[config.mk]
export PLATFORM = sky130hd
export DESIGN_NAME = debounced_bus_fault_protection
export DESIGN_NICKNAME = d
export VERILOG_FILES = /design/src/hw/rtl/dbfp_pkg.sv /design/src/hw/rtl/debounced_bus_fault_protection.sv
export VERILOG_INCLUDE_DIRS = /design/src /design/src/hw/rtl
export SDC_FILE = /design/constraint.sdc
export NUM_CORES = 1
export LEC_CHECK = 0
export BUFFER_PORTS_ARGS = -buffer_cell sky130_fd_sc_hd__buf_2
export CAP_MARGIN = 20
export CORE_MARGIN = 4
export CORE_UTILIZATION = 45
export DETAILED_ROUTE_END_ITERATION = 16
export PLACE_DENSITY = 0.69
export SLEW_MARGIN = 30
export SYNTH_ARGS = -nofsm -noshare
export SYNTH_HDL_FRONTEND = slang
export SYNTH_SLANG_ARGS = --single-unit
[constraint.sdc]
create_clock -name clk -period 8.7 [get_ports clk]
set_input_delay 1.305 -clock clk [delete_from_list [all_inputs] [get_ports clk]]
set_output_delay 1.305 -clock clk [all_outputs]
set_load 0.01 [all_outputs]
[src/hw/rtl/debounced_bus_fault_protection_assert.svh]
// Assertion macros for the bus fault protection block.
`ifndef DEBOUNCED_BUS_FAULT_PROTECTION_ASSERT_SVH
`define DEBOUNCED_BUS_FAULT_PROTECTION_ASSERT_SVH
`ifndef SYNTH
`define DBFP_ASSERT_SAME(label, clk, rst, lhs, rhs) \
  label: assert property (@(posedge clk) disable iff (rst) (lhs) |-> (rhs)) \
    else $error("same-cycle check failed");
`define DBFP_ASSERT_NEXT(label, clk, rst, lhs, rhs) \
  label: assert property (@(posedge clk) disable iff (rst) (lhs) |=> (rhs)) \
    else $error("next-cycle check failed");
`else
`define DBFP_ASSERT_SAME(label, clk, rst, lhs, rhs)
`define DBFP_ASSERT_NEXT(label, clk, rst, lhs, rhs)
`endif
`endif

[src/hw/rtl/dbfp_pkg.sv]
// Types and constants shared by the bus fault protection block.
package dbfp_pkg;

  localparam int HIT_COUNT_WIDTH = 8;
  localparam int SAMPLE_WIDTH    = 16;

  localparam int VOLT_LIMIT_W  = 16;
  localparam int CUR_LIMIT_W   = 15;
  localparam int TRIP_W        = 8;
  localparam int CFG_DATA_W    = 16;
  localparam int CFG_INDEX_W   = 3;
  localparam int FAULT_W       = 5;
  localparam int HIT_BITS      = 4;

  localparam int VOLT_CMP_W = (SAMPLE_WIDTH > VOLT_LIMIT_W) ? SAMPLE_WIDTH : VOLT_LIMIT_W;
  localparam int CUR_CMP_W  = (SAMPLE_WIDTH > CUR_LIMIT_W) ? SAMPLE_WIDTH : CUR_LIMIT_W;
  localparam int TRIP_CMP_W = (HIT_COUNT_WIDTH > TRIP_W) ? HIT_COUNT_WIDTH : TRIP_W;

  // fault bit positions
  localparam int BIT_UV   = 0;
  localparam int BIT_OV   = 1;
  localparam int BIT_OC   = 2;
  localparam int BIT_IMB  = 3;
  localparam int BIT_LOST = 4;

  localparam logic [VOLT_LIMIT_W-1:0] UV_LIMIT_RST  = 16'd10240;
  localparam logic [VOLT_LIMIT_W-1:0] OV_LIMIT_RST  = 16'd14848;
  localparam logic [VOLT_LIMIT_W-1:0] IMB_LIMIT_RST = 16'd2560;
  localparam logic [CUR_LIMIT_W-1:0]  OC_LIMIT_RST  = 15'd3840;
  localparam logic [TRIP_W-1:0]       TRIP_RST      = 8'd3;

  typedef enum logic [1:0] {
    ITEM_CHECK = 2'd0,
    ITEM_LATCH = 2'd1,
    ITEM_CLEAR = 2'd2
  } item_kind_t;

  typedef enum logic [2:0] {
    SENSE_FULL     = 3'd0,
    SENSE_DC       = 3'd1,
    SENSE_CURRENT  = 3'd2,
    SENSE_DC1      = 3'd3,
    SENSE_DC2      = 3'd4
  } sense_mode_t;

  typedef enum logic [CFG_INDEX_W-1:0] {
    REG_UV_LIMIT  = 3'd0,
    REG_OV_LIMIT  = 3'd1,
    REG_IMB_LIMIT = 3'd2,
    REG_OC_LIMIT  = 3'd3,
    REG_TRIP      = 3'd4
  } reg_index_t;

  typedef struct packed {
    logic [1:0]                      mode;
    logic [2:0]                      sensing_mode;
    logic                            sample_present;
    logic [SAMPLE_WIDTH-1:0]         dc1_volts;
    logic [SAMPLE_WIDTH-1:0]         dc2_volts;
    logic signed [SAMPLE_WIDTH-1:0]  current_amps;
    logic                            current_available;
    logic [FAULT_W-1:0]              latch_mask;
  } sample_t;

  typedef struct packed {
    logic [FAULT_W-1:0] tripped_faults;
    logic [FAULT_W-1:0] latched_faults;
  } result_t;

endpackage

[src/hw/rtl/debounced_bus_fault_protection.sv]
// Top level: debounced bus fault detector with one-deep result skid.
//
//   channel  direction  handshake              payload
//   sample   in         sample_valid/ready     sample_t
//   result   out        result_valid/ready     result_t
//   cfg      in         cfg_valid/ready        cfg_index, cfg_data
//
// One sample beat per cycle while sample_ready is high; its result is
// registered. Checks, debounce counters and latch update sit between
// sample port and result register in one pass; counters and latch loop.
// A skid register holds one more result while result_ready is low, so
// sample_ready drops only when both are full. cfg_ready is always high.
// Reset (rst, synchronous) clears the state directly; no clearing pass.
`include "debounced_bus_fault_protection_assert.svh"

module debounced_bus_fault_protection import dbfp_pkg::*; (
  input  logic                   clk,
  input  logic                   rst,
  input  logic                   sample_valid,
  output logic                   sample_ready,
  input  sample_t                sample,
  output logic                   result_valid,
  input  logic                   result_ready,
  output result_t                result,
  input  logic                   cfg_valid,
  output logic                   cfg_ready,
  input  logic [CFG_INDEX_W-1:0] cfg_index,
  input  logic [CFG_DATA_W-1:0]  cfg_data
);

  logic [VOLT_LIMIT_W-1:0]    uv_limit;
  logic [VOLT_LIMIT_W-1:0]    ov_limit;
  logic [VOLT_LIMIT_W-1:0]    imb_limit;
  logic [CUR_LIMIT_W-1:0]     oc_limit;
  logic [TRIP_W-1:0]          trip_count;

  logic [HIT_COUNT_WIDTH-1:0] hits      [HIT_BITS];
  logic [HIT_COUNT_WIDTH-1:0] hits_next [HIT_BITS];
  logic [FAULT_W-1:0]         latched;
  logic [FAULT_W-1:0]         latched_next;

  logic                       skid_valid;
  result_t                    skid;
  result_t                    res;

  logic                       sample_fire;
  logic                       result_fire;
  logic                       cfg_fire;

  logic [1:0]                 dc1_f;
  logic [1:0]                 dc2_f;
  logic                       oc_f;
  logic                       imb_f;
  logic [HIT_BITS-1:0]        inst;
  logic [FAULT_W-1:0]         tripped;
  logic [SAMPLE_WIDTH-1:0]    cur_mag;
  logic [SAMPLE_WIDTH-1:0]    dc_diff;

  assign sample_ready = !skid_valid;
  assign cfg_ready    = 1'b1;
  assign sample_fire  = sample_valid && sample_ready;
  assign result_fire  = result_valid && result_ready;
  assign cfg_fire     = cfg_valid && cfg_ready;

  function automatic logic [1:0] dc_fault(
    input logic [SAMPLE_WIDTH-1:0] volts,
    input logic [VOLT_LIMIT_W-1:0] lo,
    input logic [VOLT_LIMIT_W-1:0] hi
  );
    logic [1:0] f;
    f       = '0;
    f[0]    = VOLT_CMP_W'(volts) < VOLT_CMP_W'(lo);
    f[1]    = VOLT_CMP_W'(volts) > VOLT_CMP_W'(hi);
    return f;
  endfunction

  // instantaneous fault checks
  always_comb begin
    cur_mag = sample.current_amps[SAMPLE_WIDTH-1] ?
              (~sample.current_amps + 1'b1) : sample.current_amps;
    dc_diff = (sample.dc1_volts >= sample.dc2_volts) ?
              (sample.dc1_volts - sample.dc2_volts) :
              (sample.dc2_volts - sample.dc1_volts);
    dc1_f   = dc_fault(sample.dc1_volts, uv_limit, ov_limit);
    dc2_f   = dc_fault(sample.dc2_volts, uv_limit, ov_limit);
    oc_f    = CUR_CMP_W'(cur_mag) > CUR_CMP_W'(oc_limit);
    imb_f   = VOLT_CMP_W'(dc_diff) > VOLT_CMP_W'(imb_limit);
    inst    = '0;
    case (sample.sensing_mode)
      SENSE_FULL: begin
        inst = {imb_f, oc_f, dc1_f | dc2_f};
      end
      SENSE_DC: begin
        inst = {imb_f, 1'b0, dc1_f | dc2_f};
      end
      SENSE_CURRENT: begin
        inst = {1'b0, oc_f, 2'b00};
      end
      SENSE_DC1: begin
        inst = {1'b0, oc_f && sample.current_available, dc1_f};
      end
      SENSE_DC2: begin
        inst = {1'b0, oc_f && sample.current_available, dc2_f};
      end
      default: begin
        inst = '0;
      end
    endcase
  end

  // debounce counters and latch
  always_comb begin
    hits_next    = hits;
    latched_next = latched;
    tripped      = '0;
    case (sample.mode)
      ITEM_CHECK: begin
        if (!sample.sample_present) begin
          tripped[BIT_LOST] = 1'b1;
        end else begin
          for (int i = 0; i < HIT_BITS; i++) begin
            if (!inst[i]) begin
              hits_next[i] = '0;
            end else if (hits[i] != {HIT_COUNT_WIDTH{1'b1}}) begin
              hits_next[i] = hits[i] + 1'b1;
            end
            tripped[i] = inst[i] &&
                         (TRIP_CMP_W'(hits_next[i]) >= TRIP_CMP_W'(trip_count));
          end
        end
      end
      ITEM_LATCH: begin
        latched_next = latched | sample.latch_mask;
      end
      ITEM_CLEAR: begin
        latched_next = '0;
        for (int i = 0; i < HIT_BITS; i++) begin
          hits_next[i] = '0;
        end
      end
      default: begin
        latched_next = latched;
      end
    endcase
    res.tripped_faults = tripped;
    res.latched_faults = latched_next;
  end

  always_ff @(posedge clk) begin
    if (rst) begin
      uv_limit   <= UV_LIMIT_RST;
      ov_limit   <= OV_LIMIT_RST;
      imb_limit  <= IMB_LIMIT_RST;
      oc_limit   <= OC_LIMIT_RST;
      trip_count <= TRIP_RST;
    end else if (cfg_fire) begin
      case (cfg_index)
        REG_UV_LIMIT:  uv_limit   <= cfg_data[VOLT_LIMIT_W-1:0];
        REG_OV_LIMIT:  ov_limit   <= cfg_data[VOLT_LIMIT_W-1:0];
        REG_IMB_LIMIT: imb_limit  <= cfg_data[VOLT_LIMIT_W-1:0];
        REG_OC_LIMIT:  oc_limit   <= cfg_data[CUR_LIMIT_W-1:0];
        REG_TRIP:      trip_count <= cfg_data[TRIP_W-1:0];
        default: begin
        end
      endcase
    end
  end

  always_ff @(posedge clk) begin
    if (rst) begin
      latched <= '0;
      for (int i = 0; i < HIT_BITS; i++) begin
        hits[i] <= '0;
      end
    end else if (sample_fire) begin
      latched <= latched_next;
      hits    <= hits_next;
    end
  end

  // result register plus one skid beat
  always_ff @(posedge clk) begin
    if (rst) begin
      result_valid <= 1'b0;
      skid_valid   <= 1'b0;
    end else if (skid_valid) begin
      if (result_fire) begin
        skid_valid <= 1'b0;
      end
    end else if (sample_fire) begin
      if (!result_valid || result_fire) begin
        result_valid <= 1'b1;
      end else begin
        skid_valid <= 1'b1;
      end
    end else if (result_fire) begin
      result_valid <= 1'b0;
    end
  end

  always_ff @(posedge clk) begin
    if (skid_valid) begin
      if (result_fire) begin
        result <= skid;
      end
    end else if (sample_fire) begin
      if (!result_valid || result_fire) begin
        result <= res;
      end else begin
        skid <= res;
      end
    end
  end

  `DBFP_ASSERT_SAME(a_skid_needs_result, clk, rst, skid_valid, result_valid)
  `DBFP_ASSERT_NEXT(a_clear_zeroes, clk, rst,
    sample_fire && (sample.mode == ITEM_CLEAR),
    (latched == '0) && (hits[BIT_UV] == '0) && (hits[BIT_IMB] == '0))
  `DBFP_ASSERT_NEXT(a_latch_holds_mask, clk, rst,
    sample_fire && (sample.mode == ITEM_LATCH),
    (latched & $past(sample.latch_mask)) == $past(sample.latch_mask))
  `DBFP_ASSERT_NEXT(a_lost_keeps_hits, clk, rst,
    sample_fire && (sample.mode == ITEM_CHECK) && !sample.sample_present,
    $stable(hits[BIT_OC]) && $stable(latched))

endmodule

* Word-level counts from Yosys, hierarchy flattened
Cells that the tools add are included.
Storage, ports and cells: output and inout port bits 13, register bits 130
Cells by class: order comparisons 11, reductions and logical operators 26, muxes and demuxes 36, $add $sub $neg 7, equality and inequality tests 17, bitwise gates (word level) 5
Operators by type and width (number):
- $mux W8 | 16
- $pmux W32 S2 | 1
- $gt A16 B16 Y1 | 3
- $mux W10 | 4
- $add A8 B1 Y8 const B | 4
- $ge A8 B8 Y1 | 4
- $lt A16 B16 Y1 | 2
- $mux W16 | 2
- $mux W32 | 1
- $ne A8 B8 Y1 const B | 4
- $sub A16 B16 Y16 | 2
- $pmux W4 S5 | 1
- $add A16 B1 Y16 const B | 1
- $ge A16 B16 Y1 | 1
- $gt A16 B15 Y1 | 1
- $not A16 Y16 | 1
- $eq A3 B2 Y1 const B | 4
- $reduce_and A3 Y1 | 4
- $pmux W5 S2 | 1
- $reduce_and A2 Y1 | 5
- $mux W1 | 8
- $reduce_bool A2 Y1 | 4
- $logic_and A1 B1 Y1 | 7
- $eq A3 B1 Y1 const B | 2
- other kinds (14) | 19

* Logic depth before layout (Yosys ltp)
depth in word-level cells 16, depth in mapped cells 30, mapped depth without buffers 28

* Worst setup path before layout
No wires, ideal clock.
path kind input to register, start input sample[28] (netlist bit), end register result[8] (netlist bit), data pin, path buffers 3, arrival time 6713 ps, data required time 8432 ps, stages on the path 28, setup slack 1718 ps, cells stage by stage inv_1 > ha_1 > buf_2 > o21ai_0 > a211oi_1 > a221oi_1 > a21oi_1 > o21ai_0 > a21oi_1 > buf_2 > mux2_2 > ha_1 > nor2b_1 > o21a_1 > o21ai_0 > a211oi_1 > a211oi_1 > or2_2 > clkbuf_1 > nor2_1 > ha_1 > a21oi_1 > nor2b_1 > o21ai_0 > a21oi_1 > or4_1 > o211ai_1 > o31ai_1
On the way: word-level cells in the longest chain between the ends 14
RTL lines:
- start, declared | RTL line debounced_bus_fault_protection.sv:21 | input sample_t sample,
- $sub A16 B16 Y16, or another cell as far along | RTL line debounced_bus_fault_protection.sv:83 | (sample.dc2_volts - sample.dc1_volts);
- $mux W16 * | RTL line debounced_bus_fault_protection.sv:81 | dc_diff = (sample.dc1_volts >= sample.dc2_volts) ?
- $gt A16 B16 Y1 * | RTL line debounced_bus_fault_protection.sv:87 | imb_f = VOLT_CMP_W'(dc_diff) > VOLT_CMP_W'(imb_limit);
- $pmux W4 S5 * | RTL line debounced_bus_fault_protection.sv:89 | case (sample.sensing_mode)
- $mux W8 | RTL line debounced_bus_fault_protection.sv:122 | if (!inst[i]) begin
- $mux W8 | RTL line debounced_bus_fault_protection.sv:118 | if (!sample.sample_present) begin
- $mux W8 | RTL line debounced_bus_fault_protection.sv:116 | case (sample.mode)
- $ge A8 B8 Y1 | RTL line debounced_bus_fault_protection.sv:128 | (TRIP_CMP_W'(hits_next[i]) >= TRIP_CMP_W'(trip_count));
- $logic_and A1 B1 Y1 * | RTL line debounced_bus_fault_protection.sv:127 | tripped[i] = inst[i] &&
- $mux W4 * | RTL line debounced_bus_fault_protection.sv:118
- $mux W5 * | RTL line debounced_bus_fault_protection.sv:116
- $mux W10 * | RTL line debounced_bus_fault_protection.sv:207 | if (!result_valid || result_fire) begin
- $mux W10 * | RTL line debounced_bus_fault_protection.sv:206 | end else if (sample_fire) begin
- $mux W10 * | RTL line debounced_bus_fault_protection.sv:202 | if (skid_valid) begin
- end signal, assigned | RTL line debounced_bus_fault_protection.sv:204 | result <= skid;
- end signal, assigned | RTL line debounced_bus_fault_protection.sv:208 | result <= res;
- end, declared | RTL line debounced_bus_fault_protection.sv:24 | output result_t result,
Mark *: on every way between the ends. The rest lies on a longest branch, timed or not. The select of a mux whose other input is x is not followed. A chain may end at the register's enable or synchronous reset.

* Worst setup path after layout
start input sample[38] (netlist bit), end register result[8] (netlist bit), data pin
The elaborated chain is that of the path after synthesis.

==> results.yml <==
yosys:
  synthXorXnorAreaFrac_pct: 3.28
  synthSimpleGateAreaFrac_pct: 21.0
  synth_top_family_by_area: "simple AND/OR/NAND/NOR gates"
  seq_area_frac_synth_pct: 26.9
  synthArstFlopShare_pct: 0
  synth-edff-count: 20
  synth_mux_area_share_pct: 2.38
  syn_avg_cell_area_um2: 7.92
  synth_compound_area_share_pct: 20.0
  ys_ff_latch: 130
  syn_area_um2: 10400
  synth_fa_ha_area_share_pct: 20.1
  synthesis.nets: 1566
  synthFlopType: "dfxtp_1"
  syn_inst: 1316
  synth.distinct_cells: 68
  ys_warn_count: 0
setup_path:
  crit_required_ns: 8.84
  cp_max_fo: 15
  critPathLaunchType: "input pin"
  cp_slowest_cell: "fa_1"
  startpoint: "sample[38]"
  crit-reg2reg-launch: "uv_limit[7]"
  critPathKind: "input pin to register"
  crit_arrival_ns: 7.08
  crit_top_cell: "a21oi_1"
  slowest_delay_ns: 0.40
  end_kind: "register"
floorplanning:
  row_count: 55
  die_y_um: 160
  die_area_um2: 25700
  core-area_um2: 22700
  io_pins: 97
  die_w_um: 160
  start_util_pct: 45.9
place:
  placed_cell_area_um2: 11100
  dp_hpwl_um: 21400
  dp_cells: 1650
  place.gp.congestion: 0.929
  io_buffers: 95
  post-place-ws_ns: 1.08
finish:
  final_cells: 1682
  layout-drive-gt1-share_pct: 11.1
  finalInstanceArea_um2: 11700
  nets: 1634
  final_common_cell: "nand2_1"
  area_delta_synth_final_pct: 12.1
  fillers: 2154
  diodes: 0
  multi_input_area_um2: 6990
  final_cell_mix: "nand2_1, ha_1, a21oi_1, inv_1, dfxtp_1"
  regArea_um2: 2800
detailed_routing:
  firstDrtPassIters: 5
  drc: 0
  wl_per_cell_um: 16.3
  via_per_inst: 5.65
  ant_nets: 0
  drt-initial-drc-count: 544
  vias: 9503
  wirelength_um: 27400
sta:
  worst_pin_slew_ns: 0.852
  final.setup_skew_ns: 0.0100
  setup_slack_ns: 1.76
  hold_viol_final: 0
  period_minus_slack_ns: 6.94
  period_share_pct: 79.8
  setup-violations-final: 0
  fmax_mhz: 144
  slew_viol_final: 0
  tns_ns: 0
  whs_ns: 0.452
  rsz0062_at_grt: "false"
  max_slew_margin_pct: 43.2
clock_tree:
  clockBufferDepth: 2
  post-cts-setup-buffer-count: 0
  cts_resized: 0
  numClockSinks: 130
  clk_latency_ns: 0.42
  clk_pin_slew_ns: 0.06
  tritoncts: "yes"
  cts_buffers: 17
  htreeDepth: 4
  cts_root_buf: "clkbuf_16"
  hold_buffers: 0
grt:
  grt_overflow: 0
  antenna_found_initial: 1
  grt_pass1_vias: 8940
  grtUsageTotal_pct: 20.9
  grt_pass1_wl_um: 44000
  grt_max_degree: 77
power:
  irDropWorstVdd_mv: 0.143
  leakage_nw: 5.06
  p_per_area_nw_per_um2: 147
hold_path:
  hp-start: "oc_limit[7]"
  hold_class: "register to register"
run_status:
  status: "complete, no violations"
job:
  max_cap_viol_count: 0
[report_power, final]
group	switching (mW)	leakage, nW	internal (mW)
combinational	0.230	3.70	0.162
clock	0.277	0.271	0.409
sequential	0.00896	1.09	0.627
total	0.516	5.06	1.20
[metrics by stage]
step | power, mW | util (%)
final | 1.71 | 51.5
after global routing | 1.80 | 51.5
after CTS | 1.72 | 51.4
after detailed placement | 1.04 | 48.9
after global placement | 1.03 | 48.9
after floorplan | 0.913 | -
[registers in the layout (all words and copies together) (netlist names)]
name,flops
hits,32
imb_limit,16
latched,5
oc_limit,15
ov_limit,16
result,10
result_valid,1
skid,10
skid_valid,1
trip_count,8
uv_limit,16
[area by class of cell]
class	instances	area share, %
multi-input combinational	1015	59.8
sequential	130	24.0
timing repair buffer	102	4.54
clock buffer	20	3.92
inverter	118	3.79
tap	285	3.05
clock inverter	12	0.921
[cell families after synthesis]
| group | Yosys count |
|---|---|
| AND/OR/NAND/NOR | 451 |
| AO/OA/AOI/OAI | 334 |
| other | 1 |
| flip-flops | 130 |
| multiplexers | 24 |
| buffers and inverters | 171 |
| adder cells (fa/ha/maj) | 166 |
| XOR/XNOR | 39 |
[routing by layer]
metal	part of all wire [%]	GRT usage, %	vias to the layer above
met5	0.036	0	-
met4	4.5	9.93	2
met3	4.8	4.15	71
met2	47	35.2	245
met1	43	25.6	4399
li1	-	-	4786
[worst max-delay path, delay by kind of cell]
kind / cells / cell delay [ns]
xor+xnor: 1 / 0.17
simple gates: 4 / 0.74
buf+inv: 4 / 0.46
compound gates: 16 / 3.05
mux: 1 / 0.23
fa+ha+maj: 4 / 1.12
[synth_stat cells, drive strengths merged (26+ instances only)]
cell      n  area [um^2]
o21ai    50          250
inv     118          443
nor2     72          270
ha      164         2050
nor3     27          135
clkbuf   42          158
xnor2    26          228
nand2   183          687
nand3    31          155
a21o     43          323
a21oi   141          706
dfxtp   110         2200
[final timing paths]
| path | end | slack (ns) | depth (start not counted) |
|---|---|---|---|
| hold / removal | oc_limit[7] | 0.45 | 2 |
| setup reg to reg | result[5] | 4.75 | 17 |
| hold reg to reg | oc_limit[7] | 0.45 | 2 |
| setup / recovery | result[8] | 1.76 | 30 |
(Power assumes the default switching activity.)
